### src/design/assert_macros.svh
// Assertion macros shared by the interrupt level controller RTL.
// Depends on nothing; included by files that carry concurrent assertions.
`ifndef ASSERT_MACROS_SVH
`define ASSERT_MACROS_SVH

// Same-cycle implication, disabled while reset is asserted.
`define ILC_ASSERT_IMP(lbl, clk, rstn, ante, cons) \
    lbl: assert property (@(posedge clk) disable iff (!rstn) (ante) |-> (cons)) \
        else $error("implication check failed");

// Next-cycle implication, disabled while reset is asserted.
`define ILC_ASSERT_NXT(lbl, clk, rstn, ante, cons) \
    lbl: assert property (@(posedge clk) disable iff (!rstn) (ante) |=> (cons)) \
        else $error("next-cycle check failed");

`endif

### src/design/ilc_pkg.sv
// Shared types and constants of the interrupt level controller.
// Depends on nothing; imported by every module of the block.
`default_nettype none

package ilc_pkg;

    localparam int SLOTS_PER_CPU = 32;
    localparam int SLOT_W        = $clog2(SLOTS_PER_CPU);
    localparam int NUM_CPUS      = 3;
    localparam int NUM_LEVELS    = 8;
    localparam int LVL_IDX_W     = $clog2(NUM_LEVELS);

    typedef enum logic [1:0] {
        REQ_READ   = 2'd0,
        REQ_WRITE  = 2'd1,
        REQ_VBLANK = 2'd2,
        REQ_POS    = 2'd3
    } req_t;

    typedef enum logic [2:0] {
        ACT_NONE    = 3'd0,
        ACT_ASSERT  = 3'd1,
        ACT_CLEAR   = 3'd2,
        ACT_HOLD    = 3'd3,
        ACT_RST_ON  = 3'd4,
        ACT_RST_OFF = 3'd5,
        ACT_KICK    = 3'd6
    } action_t;

    localparam logic [1:0] CPU_PRIMARY   = 2'd0;
    localparam logic [1:0] CPU_SECONDARY = 2'd1;
    localparam logic [1:0] CPU_GRAPHICS  = 2'd2;
    localparam logic [1:0] CPU_UNKNOWN   = 2'd3;

    localparam logic [2:0] TGT_NONE  = 3'd0;
    localparam logic [2:0] TGT_SOUND = 3'd3;
    localparam logic [2:0] TGT_SUBS  = 3'd4;

    localparam logic [LVL_IDX_W-1:0] LVL_CPUIRQ = 3'd3;
    localparam logic [LVL_IDX_W-1:0] LVL_POS    = 3'd5;
    localparam logic [LVL_IDX_W-1:0] LVL_VBLANK = 3'd7;

    localparam logic [SLOT_W-1:0] SLOT_ACK_CROSS0 = 5'd8;
    localparam logic [SLOT_W-1:0] SLOT_ACK_CROSS1 = 5'd10;
    localparam logic [SLOT_W-1:0] SLOT_STATUS     = 5'd16;
    localparam logic [SLOT_W-1:0] SLOT_SOUND_RST  = 5'd17;
    localparam logic [SLOT_W-1:0] SLOT_SUBS_RST   = 5'd18;

    localparam logic [15:0] STATUS_DATA = 16'hFFFF;

    typedef struct packed {
        action_t     action;
        logic [2:0]  target;
        logic [2:0]  irq_level;
        logic [15:0] read_data;
        logic        last;
    } result_t;

    typedef struct packed {
        logic                 en;
        logic [1:0]           cpu;
        logic [LVL_IDX_W-1:0] idx;
        logic [2:0]           data;
    } level_wr_t;

endpackage

`default_nettype wire

### src/design/ilc_level_store.sv
// Interrupt level registers: eight 3-bit levels for each of the three CPUs.
// Depends on ilc_pkg; instantiated by interrupt_level_controller_unit.
`default_nettype none

module ilc_level_store (
    input  logic                          clk,
    input  logic                          rst_n,
    input  ilc_pkg::level_wr_t            wr,
    input  logic [1:0]                    rd_cpu,
    input  logic [ilc_pkg::LVL_IDX_W-1:0] rd_idx,
    input  logic                          alt_is_slave,
    output logic [2:0]                    rd_level,
    output logic [2:0]                    alt_cpuirq_level
);
    import ilc_pkg::*;

    logic [2:0] lvl_reg [NUM_CPUS][NUM_LEVELS];

    always_ff @(posedge clk or negedge rst_n)
    begin
        if (!rst_n)
        begin
            for (int c = 0; c < NUM_CPUS; c++)
            begin
                for (int l = 0; l < NUM_LEVELS; l++)
                begin
                    lvl_reg[c][l] <= '0;
                end
            end
        end
        else if (wr.en && (wr.cpu != CPU_UNKNOWN))
        begin
            lvl_reg[wr.cpu][wr.idx] <= wr.data;
        end
    end

    always_comb
    begin
        rd_level = '0;
        if (rd_cpu != CPU_UNKNOWN)
        begin
            rd_level = lvl_reg[rd_cpu][rd_idx];
        end
    end

    assign alt_cpuirq_level = alt_is_slave ? lvl_reg[CPU_SECONDARY][LVL_CPUIRQ]
                                           : lvl_reg[CPU_PRIMARY][LVL_CPUIRQ];

endmodule

`default_nettype wire

### src/design/ilc_decode.sv
// Request decoder: turns one registered request into one or two result items
// and the level register update. Depends on ilc_pkg.
`default_nettype none

module ilc_decode (
    input  ilc_pkg::req_t                 req,
    input  logic [1:0]                    cpu,
    input  logic [16:0]                   offset,
    input  logic [15:0]                   write_data,
    input  logic                          system21_mode,
    input  logic [2:0]                    own_level,
    input  logic [2:0]                    alt_level,
    output logic [ilc_pkg::LVL_IDX_W-1:0] rd_idx,
    output logic                          alt_is_slave,
    output ilc_pkg::level_wr_t            level_wr,
    output ilc_pkg::result_t              item0,
    output ilc_pkg::result_t              item1,
    output logic                          two_items
);
    import ilc_pkg::*;

    logic [SLOT_W-1:0] slot;
    logic              is_wr;
    logic [15:0]       data_eff;
    logic [15:0]       rd_data;
    logic              is_ack;

    assign slot         = offset[16:12];
    assign is_wr        = (req == REQ_WRITE);
    assign data_eff     = is_wr ? write_data : 16'd0;
    assign rd_data      = ((req == REQ_READ) && (slot == SLOT_STATUS)) ? STATUS_DATA : 16'd0;
    assign is_ack       = (slot[4:3] == 2'b01);
    assign alt_is_slave = (cpu == CPU_PRIMARY);

    always_comb
    begin
        level_wr.en   = is_wr && (cpu != CPU_UNKNOWN) && (slot[4:3] == 2'b00);
        level_wr.cpu  = cpu;
        level_wr.idx  = slot[LVL_IDX_W-1:0];
        level_wr.data = write_data[2:0];
    end

    always_comb
    begin
        unique case (req)
            REQ_VBLANK: rd_idx = LVL_VBLANK;
            REQ_POS:    rd_idx = LVL_POS;
            default:    rd_idx = slot[LVL_IDX_W-1:0];
        endcase
    end

    always_comb
    begin
        item0     = '{action: ACT_NONE, target: TGT_NONE, irq_level: 3'd0,
                      read_data: 16'd0, last: 1'b1};
        item1     = '{action: ACT_NONE, target: TGT_NONE, irq_level: 3'd0,
                      read_data: 16'd0, last: 1'b1};
        two_items = 1'b0;

        if (cpu != CPU_UNKNOWN)
        begin
            unique case (req)
                REQ_VBLANK:
                begin
                    item0.action    = ACT_HOLD;
                    item0.target    = {1'b0, cpu};
                    item0.irq_level = own_level;
                end
                REQ_POS:
                begin
                    if ((own_level != 3'd0) && ((cpu == CPU_GRAPHICS) || !system21_mode))
                    begin
                        item0.action    = ACT_ASSERT;
                        item0.target    = {1'b0, cpu};
                        item0.irq_level = own_level;
                    end
                end
                default:
                begin
                    item0.read_data = rd_data;
                    item1.read_data = rd_data;
                    if (is_ack)
                    begin
                        if (is_wr && ((slot == SLOT_ACK_CROSS0) || (slot == SLOT_ACK_CROSS1)))
                        begin
                            item0.action    = ACT_ASSERT;
                            item0.target    = {2'b00, alt_is_slave};
                            item0.irq_level = alt_level;
                            item0.last      = 1'b0;
                            item1.action    = ACT_CLEAR;
                            item1.target    = {1'b0, cpu};
                            item1.irq_level = own_level;
                            two_items       = 1'b1;
                        end
                        else
                        begin
                            item0.action    = ACT_CLEAR;
                            item0.target    = {1'b0, cpu};
                            item0.irq_level = own_level;
                        end
                    end
                    else if (((slot == SLOT_SOUND_RST) || (slot == SLOT_SUBS_RST))
                             && (cpu == CPU_PRIMARY))
                    begin
                        item0.action = data_eff[0] ? ACT_RST_OFF : ACT_RST_ON;
                        item0.target = (slot == SLOT_SOUND_RST) ? TGT_SOUND : TGT_SUBS;
                        if ((slot == SLOT_SOUND_RST) && system21_mode && data_eff[2])
                        begin
                            item0.last   = 1'b0;
                            item1.action = ACT_KICK;
                            two_items    = 1'b1;
                        end
                    end
                end
            endcase
        end
    end

endmodule

`default_nettype wire

### src/design/interrupt_level_controller_unit.sv
// Top level of the interrupt level controller: input register, decoder,
// level registers and a two-entry result buffer. Depends on ilc_pkg,
// ilc_decode, ilc_level_store and assert_macros.svh.
`default_nettype none

`include "assert_macros.svh"

// A request is held in an input register, decoded in one pass and its result
// items are placed in a two-entry output buffer, which drains one result per
// cycle while m_axis_tready is high. Requests that give one result run at one
// per cycle when the output does not stall; a request that gives two results
// (a cross interrupt on acknowledge slot 8 or 10, or a sound reset write with
// the DSP kick) keeps the next request waiting until its second result is taken.
// A request passes the input register and then the output buffer register.
// The level registers are cleared by reset at once; the block is ready right after reset.
module interrupt_level_controller_unit (
    input  logic        clk,
    input  logic        rst_n,
    input  logic        cfg_wr_en,
    input  logic        cfg_wr_data,
    input  logic        s_axis_tvalid,
    output logic        s_axis_tready,
    input  logic [39:0] s_axis_tdata,   // cpu_id[1:0], offset[18:2], write_data[34:19]
    input  logic [1:0]  s_axis_tuser,   // req_type[1:0]
    output logic        m_axis_tvalid,
    input  logic        m_axis_tready,
    output logic [23:0] m_axis_tdata,   // target[2:0], irq_level[5:3], read_data[21:6]
    output logic [2:0]  m_axis_tuser,   // action[2:0]
    output logic        m_axis_tlast
);
    import ilc_pkg::*;

    logic        system21_mode_reg;
    logic        in_valid_reg, in_valid_next;
    req_t        in_req_reg;
    logic [1:0]  in_cpu_reg;
    logic [16:0] in_offset_reg;
    logic [15:0] in_data_reg;
    logic [1:0]  out_cnt_reg, out_cnt_next;
    result_t     out_item0_reg, out_item0_next;
    result_t     out_item1_reg, out_item1_next;

    logic                 in_fire;
    logic                 out_fire;
    logic                 buf_free;
    logic                 load;
    logic [LVL_IDX_W-1:0] rd_idx;
    logic                 alt_is_slave;
    logic [2:0]           own_level;
    logic [2:0]           alt_level;
    level_wr_t            dec_wr;
    level_wr_t            store_wr;
    result_t              dec_item0;
    result_t              dec_item1;
    logic                 dec_two;

    ilc_decode u_decode (
        .req           (in_req_reg),
        .cpu           (in_cpu_reg),
        .offset        (in_offset_reg),
        .write_data    (in_data_reg),
        .system21_mode (system21_mode_reg),
        .own_level     (own_level),
        .alt_level     (alt_level),
        .rd_idx        (rd_idx),
        .alt_is_slave  (alt_is_slave),
        .level_wr      (dec_wr),
        .item0         (dec_item0),
        .item1         (dec_item1),
        .two_items     (dec_two)
    );

    always_comb
    begin
        store_wr    = dec_wr;
        store_wr.en = dec_wr.en && load;
    end

    ilc_level_store u_level_store (
        .clk              (clk),
        .rst_n            (rst_n),
        .wr               (store_wr),
        .rd_cpu           (in_cpu_reg),
        .rd_idx           (rd_idx),
        .alt_is_slave     (alt_is_slave),
        .rd_level         (own_level),
        .alt_cpuirq_level (alt_level)
    );

    assign m_axis_tvalid = (out_cnt_reg != 2'd0);
    assign out_fire      = m_axis_tvalid && m_axis_tready;
    assign buf_free      = (out_cnt_reg == 2'd0) || ((out_cnt_reg == 2'd1) && out_fire);
    assign load          = in_valid_reg && buf_free;
    assign s_axis_tready = !in_valid_reg || buf_free;
    assign in_fire       = s_axis_tvalid && s_axis_tready;

    assign m_axis_tuser = out_item0_reg.action;
    assign m_axis_tdata = {2'b00, out_item0_reg.read_data, out_item0_reg.irq_level,
                           out_item0_reg.target};
    assign m_axis_tlast = out_item0_reg.last;

    always_comb
    begin
        in_valid_next = in_valid_reg;
        if (in_fire)
        begin
            in_valid_next = 1'b1;
        end
        else if (load)
        begin
            in_valid_next = 1'b0;
        end
    end

    always_comb
    begin
        out_cnt_next   = out_cnt_reg;
        out_item0_next = out_item0_reg;
        out_item1_next = out_item1_reg;
        if (out_fire)
        begin
            out_item0_next = out_item1_reg;
            out_cnt_next   = out_cnt_reg - 2'd1;
        end
        if (load)
        begin
            out_item0_next = dec_item0;
            out_item1_next = dec_item1;
            out_cnt_next   = dec_two ? 2'd2 : 2'd1;
        end
    end

    always_ff @(posedge clk or negedge rst_n)
    begin
        if (!rst_n)
        begin
            system21_mode_reg <= 1'b0;
            in_valid_reg      <= 1'b0;
            out_cnt_reg       <= 2'd0;
        end
        else
        begin
            if (cfg_wr_en)
            begin
                system21_mode_reg <= cfg_wr_data;
            end
            in_valid_reg <= in_valid_next;
            out_cnt_reg  <= out_cnt_next;
        end
    end

    always_ff @(posedge clk)
    begin
        if (in_fire)
        begin
            in_req_reg    <= req_t'(s_axis_tuser);
            in_cpu_reg    <= s_axis_tdata[1:0];
            in_offset_reg <= s_axis_tdata[18:2];
            in_data_reg   <= s_axis_tdata[34:19];
        end
        out_item0_reg <= out_item0_next;
        out_item1_reg <= out_item1_next;
    end

    `ILC_ASSERT_IMP(a_cnt_range, clk, rst_n, 1'b1, out_cnt_reg != 2'd3)
    `ILC_ASSERT_IMP(a_pair_not_last, clk, rst_n, out_cnt_reg == 2'd2, !out_item0_reg.last)
    `ILC_ASSERT_IMP(a_kick_mode, clk, rst_n,
                    m_axis_tvalid && (out_item0_reg.action == ACT_KICK), system21_mode_reg)
    `ILC_ASSERT_NXT(a_load_shows, clk, rst_n, load, m_axis_tvalid)

endmodule

`default_nettype wire

### config.mk
export PLATFORM = sky130hd
export DESIGN_NAME = interrupt_level_controller_unit
export DESIGN_NICKNAME = d
export VERILOG_FILES = /design/src/design/ilc_pkg.sv /design/src/design/ilc_level_store.sv /design/src/design/ilc_decode.sv /design/src/design/interrupt_level_controller_unit.sv
export VERILOG_INCLUDE_DIRS = /design/src /design/src/design
export SDC_FILE = /design/constraint.sdc
export NUM_CORES = 1
export LEC_CHECK = 0
export ABC_AREA = 1
export BUFFER_PORTS_ARGS = -buffer_cell sky130_fd_sc_hd__buf_2
export CAP_MARGIN = 20
export CORE_UTILIZATION = 50
export DETAILED_ROUTE_END_ITERATION = 12
export PLACE_DENSITY_LB_ADDON = 0.05
export SKIP_LAST_GASP = 1
export SYNTH_ARGS = -nofsm -noshare
export SYNTH_HDL_FRONTEND = slang
export SYNTH_HIERARCHICAL = 1
export SYNTH_SLANG_ARGS = --single-unit
### constraint.sdc
create_clock -name clk -period 4.9 [get_ports clk]
set_clock_uncertainty 0.05 [all_clocks]
set_input_delay 0.98 -clock clk [delete_from_list [all_inputs] [get_ports clk]]
set_output_delay 0.98 -clock clk [all_outputs]
set_load 0.005 [all_outputs]
# Word level (Yosys, flattened, before mapping)
# Index checks and enable logic that the tools add are counted.
[word_totals]
output_inout_bits = 30
in_bits = 48
regBits = 151
[classes]
addsub = 1
reduce_logical = 35
n_mux = 47
order_cmp = 5
eq_ne = 12
bitwise_logic = 6
[ops]
columns = ["operator", "n"]
rows = [
  ["2-to-1 mux 26 bit", 3],
  ["bitwise mux 72 bit", 1],
  ["2-to-1 mux 24 bit", 3],
  ["binary-select mux 24 bit (select 2 bit)", 1],
  ["demux 24 bit (select 2 bit)", 1],
  ["2-to-1 mux 3 bit", 11],
  ["case mux 9 bit (2 select lines)", 1],
  ["2-to-1 mux 17 bit", 1],
  ["logical AND 1 bit", 16],
  ["2-to-1 mux 16 bit", 1],
  ["2-to-1 mux 8 bit", 2],
  ["== test 5 bit (second input constant)", 3],
  ["2-to-1 mux 1 bit", 13],
  ["2-to-1 mux 6 bit", 2],
  ["== test 5 x 4 -> 1 bit (second input constant)", 2],
  ["binary-select mux 3 bit (select 3 bit)", 1],
  ["demux 3 bit (select 3 bit)", 1],
  [">= comparator 4 bit (second input constant)", 2],
  ["logical NOT 2 bit", 4],
  ["inverter 3 -> 4 bit", 2],
  ["2-to-1 mux 7 bit", 1],
  ["== test 2 x 1 -> 1 bit (second input constant)", 3],
  ["== test 2 bit (second input constant)", 3],
  ["2-to-1 mux 2 bit", 3],
  ["16 further kinds", 25],
]

# Depth between registers and ports, before layout
# Gate-level depths: netlist of run 1.
[logic_depth]
ltp_word = 14
ltp_mapped = 22

# Cells and area by module
# Netlist of run 1, hierarchy kept.
[modules_own_cells]
columns = ["module", "seq_area_each_um2", "cells_each", "instances", "area_per_inst_um2"]
rows = [
  ["ilc_level_store", 1801.7, 502, 1, 3638.5],
  ["interrupt_level_controller_unit", 2772.7, 208, 1, 3283.1],
  ["ilc_decode", 0.0, 143, 1, 812.0],
]

# Worst setup path after synthesis of run 1
# Ideal clock, no wire load.
[synth_path]
path_kind = "register to register"
startpoint = "reg in_cpu_reg[0]"
endpoint = "reg out_item0_reg (netlist bit m_axis_tdata[16]), data pin"
arrival_time_ns = 3.526
required_time_ns = 4.720
stages_incl_launch_ff = 7
synth_period_minus_slack_ns = 3.706
setup_ns = 0.130
setup_slack_ns = 1.194
path_cell_list = "edfxtp_1 -> nand2_2 -> nand4_1 -> nor4_1 -> buf_4 -> nand2_1 -> nand2_1"
[synth_rtl]
columns = ["item", "line", "rtl"]
rows = [
  ["start, declared", "interrupt_level_controller_unit.sv:36", "logic [1:0] in_cpu_reg;"],
  ["start signal, assigned", "interrupt_level_controller_unit.sv:157", "in_cpu_reg <= s_axis_tdata[1:0];"],
  ["end signal, assigned", "interrupt_level_controller_unit.sv:161", "out_item0_reg <= out_item0_next;"],
  ["end, declared", "interrupt_level_controller_unit.sv:40", "result_t out_item0_reg, out_item0_next;"],
]

==> out/results.md, run 1 <==
| Quantity | Reported | Unit |
|:---|:---|:---|
| Tcrit/Tclk final | 67.4 | % |
| Capturing instance or port of the critical path | m_axis_tuser[0] | - |
| ANT nets after route | 0 | - |
| Cell repeated most along the worst path | sky130_fd_sc_hd__nand2_1 | - |
| CP arrival | 3.55 | ns |
| Multi-input gate area in the final layout | 2370 | sq um |
| Number of global-route vias before repair | 5,043 | - |
| Drt drc | 0 | - |
| Via density per instance | 5.08 | - |
| R2R setup slack | 1.60 | ns |
| Status | complete, no violations | - |
| Commonest cells after routing, fill and taps aside | sky130_fd_sc_hd__nand2_1, sky130_fd_sc_hd__o21ai_0, sky130_fd_sc_hd__dfrtp_1, sky130_fd_sc_hd__inv_1, sky130_fd_sc_hd__edfxtp_1 | - |
| Net count reported at finish | 882 | - |
| Number of DRC violations after detailed-routing iteration 0 | 402 | - |
| Unrepaired setup endpoints after global routing | no | - |
| Max-slew violation total from the final report | 0 | - |
| Headroom to the max-slew limit | 36.6 | % |
| Total of fill cells in the finished design | 1,242 | - |
| Maximum number of buffers from clock root to sink | 2 | - |
| Placement Cell Area | 7020 | sq um |
| Layout overhead on the synthesized area | 9.14 | % |
| Die height | 120 | microns |
| Global routing met3 resource utilization | 4.67 | % |
| Hold/Removal Path Class | reg -> reg | - |
| Drt total wl | 15.5 | mm |
| Peak fanout along the critical path | 24 | - |
| Root buffer cell | sky130_fd_sc_hd__clkbuf_16 | - |
| Required time of the worst setup path | 5.15 | ns |
| Post-route minimum period | 3.30 | ns |
| Netlist area before placement | 6980 | sq um |
| Filler-free cell count of the finished design | 1,021 | - |
| Cts-stage hold buffer count | 0 | - |
| Grt total ovfl | 0 | - |
| Cell count after synthesis | 828 | - |
| Most common cell after layout, fill and taps aside | sky130_fd_sc_hd__nand2_1 | - |
| Via Count | 5,186 | - |
| Busiest metal layer after global routing | met2 | - |
| Clock-pin slew on the worst setup and hold paths | 0.06 | ns |
| Hold Violations, Final | 0 | - |
| PostCTS Resize Cnt | 0 | - |
| Post-detailed-placement half-perimeter wirelength | 10.3 | mm |
| Number of warning messages in the yosys log | 6 | - |
| I/O Pins | 78 | - |
| Full die area | 14,400 | sq um |
| Number of detailed-routing iterations run before antenna repair | 5 | - |
| Critical Path Start | in_req_reg[1] | - |
| Number of antenna violations at the first check in global routing | 0 | - |
| Setup tns final | 0 | ns |
| Kind of cell adding the most delay to the critical path | simple AND/OR/NAND/NOR gates | - |
| Core region area | 13,500 | sq um |
| GP Congestion | 0.883 | - |
| Category of the critical setup timing path | reg -> reg | - |
| Max FFs per register | 72 | - |
| Sequential Area | 3820 | sq um |
| Depth of the CTS H-tree | 4 | - |
| TritonCTS clock tree | yes | - |
| Post-Syn Area per Cell | 8.43 | sq um |
| WP depth | 20 | - |
| Worst IR drop on VDD | 0.353 | mV |
| Path depth of the worst reg2reg path | 20 | - |
| Setup crit start kind | flop | - |
| Wire length of the first global-routing pass | 25.4 | mm |
| Leakage power | 3.53 | nW |
| Reg2Reg Launch Point | in_req_reg[1] | - |
| Achievable frequency | 0.303 | GHz |
| Endpoint class of the critical path | flop | - |
| Global router's overall resource usage | 23.2 | % |
| GRT met2 Usage | 37.1 | % |
| Chip width | 120 | microns |
| GR met1 Demand/Resource | 31.3 | % |
| Transition time at the pin with the least slew margin | 0.950 | ns |
| Buffers & Inverters on Critical Path | 5 | - |
| Crit Reg-Reg Endpoint | m_axis_tuser[0] | - |
| Max capacitance violation total | 0 | - |
| Count of input and output buffers | 45 | - |
| Largest stage delay on the critical path | 0.58 | ns |
| Routed len/inst | 15.2 | microns |
| Sinks on Clock Net | 140 | - |
| Clock latency on the worst-skew pair | 0.42 | ns |
| P per Cell Area | 535 | nW/um^2 |
| Proportion of layout cells with a drive suffix above 1 | 14.2 | % |
| Diode insertion count for antenna repair | 0 | - |
| Slowest cell on crit path | sky130_fd_sc_hd__edfxtp_1 | - |
| Initial cell density of the core | 51.9 | % |
| Largest net degree at the start of global routing | 77 | - |
| Setup-violating endpoint count in the final report | 0 | - |
| Buffers inserted by post-CTS timing repair | 0 | - |
| Critical path cell sequence | inv_2 > nand2_1 > buf_4 > inv_1 > nand2_1 > nand3_1 > nand3_1 > nor2_1 > nor2_1 > nor2_1 > inv_1 > nand3_1 > o21ai_2 > nand2_2 > nand2_2 > inv_2 > nand2_1 > nand2_1 > nand2_1 > nand2_1 | - |
| Number of cell rows | 42 | - |
| Share of the core filled with cells | 56.6 | % |
| Placed insts | 989 | - |
| Post-route design area | 7620 | sq um |
| TritonCTS buffer count | 17 | - |
[metal layers]
metal	vias up	routed length [microns]
met5	-	0
met4	0	242
met3	16	670
met2	123	7420
met1	2454	7190
li1	2593	-
[through the flow]
stage / power, mW / setup slack [ns] / hold WS (ns)
2_1_floorplan: 2.48 / 1.19 / 0.398
3_3_place_gp: 2.78 / 1.66 / 0.413
3_5_place_dp: 2.80 / 1.66 / 0.419
4_1_cts: 4.11 / 1.64 / 0.434
5_1_grt: 4.33 / 1.24 / 0.455
6_report: 4.08 / 1.60 / 0.430
[tightest hold or removal path: cells and delay by family (launching register included)]
family,cells,cell delay (ns)
flip-flops,1,0.34
AO/OA/AOI/OAI,1,0.06
AND/OR/NAND/NOR,1,0.05
[report_power, final]
group / switching, mW / internal, mW / total [mW]
Combinational: 0.758 / 0.316 / 1.07
Clock: 0.532 / 0.768 / 1.30
Sequential: 0.116 / 1.59 / 1.70
[layout make-up]
cell class,count,area share [%]
clock buffer,17,5.58
clock inverter,15,2.30
inverter,89,4.45
multi-input combinational,534,31.1
sequential,140,50.2
tap,176,2.89
timing repair buffer,50,3.48
[how the worst min path moves through the flow]
| stage | startpoint | end | slack (ns) | cells past startpoint |
|---|---|---|---|---|
| after CTS | u_level_store/lvl_reg[67] | u_level_store/lvl_reg[67] | 0.43 | 2 |
| after global routing | u_level_store/lvl_reg[12] | u_level_store/lvl_reg[12] | 0.45 | 2 |
| final | u_level_store/lvl_reg[67] | u_level_store/lvl_reg[67] | 0.43 | 2 |
| after floorplan | u_level_store/lvl_reg[18] | u_level_store/lvl_reg[18] | 0.40 | 2 |
| after detailed placement | u_level_store/lvl_reg[67] | u_level_store/lvl_reg[67] | 0.42 | 2 |
| after global placement | u_level_store/lvl_reg[50] | u_level_store/lvl_reg[50] | 0.41 | 2 |
Note: power is estimated with default switching activity, not from simulation.
==> inputs of run 2 (changes only) <==
==> constraint.sdc (replaced) <==
create_clock -name clk -period 3.45 [get_ports clk]
set_clock_uncertainty 0.05 [all_clocks]
set_input_delay 0.69 -clock clk [delete_from_list [all_inputs] [get_ports clk]]
set_output_delay 0.69 -clock clk [all_outputs]
set_load 0.005 [all_outputs]
==> out/results.md, run 2 (synthesis results as in run 1) <==
| Quantity | Reported | Unit |
|:---|:---|:---|
| Post-route minimum period | 2.84 | ns |
| Achievable frequency | 0.352 | GHz |
| Number of antenna violations at the first check in global routing | 0 | - |
| Core region area | 13,500 | sq um |
| Number of detailed-routing iterations run before antenna repair | 5 | - |
| Via density per instance | 5.09 | - |
| Headroom to the max-slew limit | 34.7 | % |
| GP Congestion | 0.855 | - |
| Part of the total power dissipated in combinational logic | 26.5 | % |
| Net count reported at finish | 889 | - |
| Layout overhead on the synthesized area | 10.2 | % |
| Transition time at the pin with the least slew margin | 0.979 | ns |
| PostCTS Resize Cnt | 0 | - |
| Hold Violations, Final | 0 | - |
| Max capacitance violation total | 0 | - |
| Number of DRC violations after detailed-routing iteration 0 | 312 | - |
| Portion of total power attributed to sequential cells | 41.1 | % |
| I/O Pins | 78 | - |
| Hold/Removal Path Class | in -> async | - |
| Buffers inserted by post-CTS timing repair | 0 | - |
| Tcrit/Tclk final | 82.5 | % |
| Clock latency on the worst-skew pair | 0.43 | ns |
| Clock Power Share | 32.4 | % |
| Via Count | 5,233 | - |
| Initial cell density of the core | 51.9 | % |
| Commonest cells after routing, fill and taps aside | sky130_fd_sc_hd__nand2_1, sky130_fd_sc_hd__o21ai_0, sky130_fd_sc_hd__dfrtp_1, sky130_fd_sc_hd__inv_1, sky130_fd_sc_hd__edfxtp_1 | - |
| Post-detailed-placement half-perimeter wirelength | 10.5 | mm |
| Endpoint class of the critical path | flop | - |
| Required time of the worst setup path | 3.70 | ns |
| Share of the core filled with cells | 57.2 | % |
| Maximum number of buffers from clock root to sink | 2 | - |
| Diode insertion count for antenna repair | 0 | - |
| Global router's overall resource usage | 23.4 | % |
| Drt drc | 0 | - |
| Die height | 120 | microns |
| Drt total wl | 15.5 | mm |
| TritonCTS buffer count | 17 | - |
| Setup-violating endpoint count in the final report | 0 | - |
| Depth of the CTS H-tree | 4 | - |
| TritonCTS clock tree | yes | - |
| Setup crit start kind | flop | - |
| Max FFs per register | 72 | - |
| Setup tns final | 0 | ns |
| Sinks on Clock Net | 140 | - |
| Grt total ovfl | 0 | - |
| Status | complete, no violations | - |
| Switch share | 33.9 | % |
| CP arrival | 3.09 | ns |
| P_sw | 1.99 | mW |
| Wire length of the first global-routing pass | 25.6 | mm |
| Largest net degree at the start of global routing | 77 | - |
| Cts-stage hold buffer count | 0 | - |
| Category of the critical setup timing path | reg -> reg | - |
| Worst IR drop on VDD | 0.533 | mV |
| Number of global-route vias before repair | 4,947 | - |
| Count of input and output buffers | 45 | - |
| Full die area | 14,400 | sq um |
| Chip width | 120 | microns |
| Clock-pin slew on the worst setup and hold paths | 0.06 | ns |
| Max-slew violation total from the final report | 0 | - |
| Root buffer cell | sky130_fd_sc_hd__clkbuf_16 | - |
| Leakage power | 3.57 | nW |
| Unrepaired setup endpoints after global routing | no | - |
| Most common cell after layout, fill and taps aside | sky130_fd_sc_hd__nand2_1 | - |
| P per Cell Area | 764 | nW/um^2 |
| Path depth of the worst reg2reg path | 22 | - |
| Routed len/inst | 15.1 | microns |
| Internal power component | 3.89 | mW |
| Number of cell rows | 42 | - |
| Proportion of layout cells with a drive suffix above 1 | 14.8 | % |
| ANT nets after route | 0 | - |
| Peak fanout along the critical path | 21 | - |
==> run 2: cell count changes in the layout (fill, tap and decap cells not counted), sizes merged <==
cell / change
inv: -2
bufinv: +1
clkbuf: +2
clkinv: -2
buf: +7
clkinvlp: +1
==> run 2: final timing paths <==
| kind | startpoint | endpoint | slack, ns |
|---|---|---|---|
| max in group asynchronous | rst_n | u_level_store/lvl_reg[7] | 2.34 |
| hold / removal | rst_n | u_level_store/lvl_reg[27] | 0.35 |
| hold reg to reg | u_level_store/lvl_reg[32] | u_level_store/lvl_reg[32] | 0.43 |
| min in group clk | s_axis_tuser[0] | in_req_reg[0] | 0.39 |
| setup / recovery | in_offset_reg[12] | m_axis_tuser[0] | 0.61 |
| setup reg to reg | in_offset_reg[12] | m_axis_tuser[0] | 0.61 |
==> run 2: critical path, cell delays in order, from the launching register on <==
cell and delay, ns:
sky130_fd_sc_hd__edfxtp_1 0.52, sky130_fd_sc_hd__inv_2 0.11, sky130_fd_sc_hd__nand2_1 0.23, sky130_fd_sc_hd__inv_1 0.11, sky130_fd_sc_hd__buf_4 0.26, sky130_fd_sc_hd__nand2_1 0.08, sky130_fd_sc_hd__nand2_1 0.06, sky130_fd_sc_hd__nand3_1 0.09
sky130_fd_sc_hd__nand2_1 0.07, sky130_fd_sc_hd__nand2_1 0.06, sky130_fd_sc_hd__nand2_1 0.06, sky130_fd_sc_hd__nor2_1 0.05, sky130_fd_sc_hd__nor2_1 0.22, sky130_fd_sc_hd__inv_1 0.12, sky130_fd_sc_hd__nand3_1 0.10, sky130_fd_sc_hd__o21ai_2 0.07
sky130_fd_sc_hd__nand2_2 0.09, sky130_fd_sc_hd__nand2_2 0.07, sky130_fd_sc_hd__inv_2 0.06, sky130_fd_sc_hd__nand2_1 0.04, sky130_fd_sc_hd__nand2_1 0.06, sky130_fd_sc_hd__nand2_1 0.06, sky130_fd_sc_hd__nand2_1 0.07
==> run 2: power groups by stage <==
| stage | sequential, mW | combinational, mW | clock (mW) |
|---|---|---|---|
| 2_1_floorplan | 2.43 | 1.09 | 0 |
| 3_3_place_gp | 2.44 | 1.54 | 0 |
| 3_5_place_dp | 2.45 | 1.57 | 0 |
| 4_1_cts | 2.42 | 1.57 | 1.94 |
| 5_1_grt | 2.46 | 1.77 | 2.01 |
| 6_report | 2.42 | 1.56 | 1.90 |
==> run 2: stage by stage <==
stage / hold slack [ns] / area [sq um] / std cells / power (mW) / setup slack, ns
2_1_floorplan: 0.344 / 7000 / 830 / 3.52 / 0.758
3_5_place_dp: 0.419 / 7080 / 996 / 4.02 / 0.603
5_1_grt: 0.371 / 7690 / 1028 / 6.23 / 0.289
4_1_cts: 0.372 / 7690 / 1028 / 5.93 / 0.575
6_report: 0.351 / 7690 / 1028 / 5.88 / 0.605
3_3_place_gp: 0.413 / 7080 / 996 / 3.99 / 0.619
==> run 2: layer usage <==
layer | wire length (microns) | GRT usage (%) | up-vias | share of wire, %
met3 | 825 | 5.00 | 22 | 5.3
met1 | 7310 | 32.5 | 2452 | 47
li1 | - | - | 2610 | -
met2 | 7100 | 35.4 | 149 | 46
met4 | 276 | 10.2 | 0 | 1.8
met5 | 0 | 0 | - | 0
==> run 2: final cells by class <==
class                      instances  area [sq um]
multi-input combinational        534          2380
fill                            1263          5760
inverter                          89           339
tap                              176           220
sequential                       140          3820
timing repair buffer              57           318
clock inverter                    13           180
clock buffer                      19           433
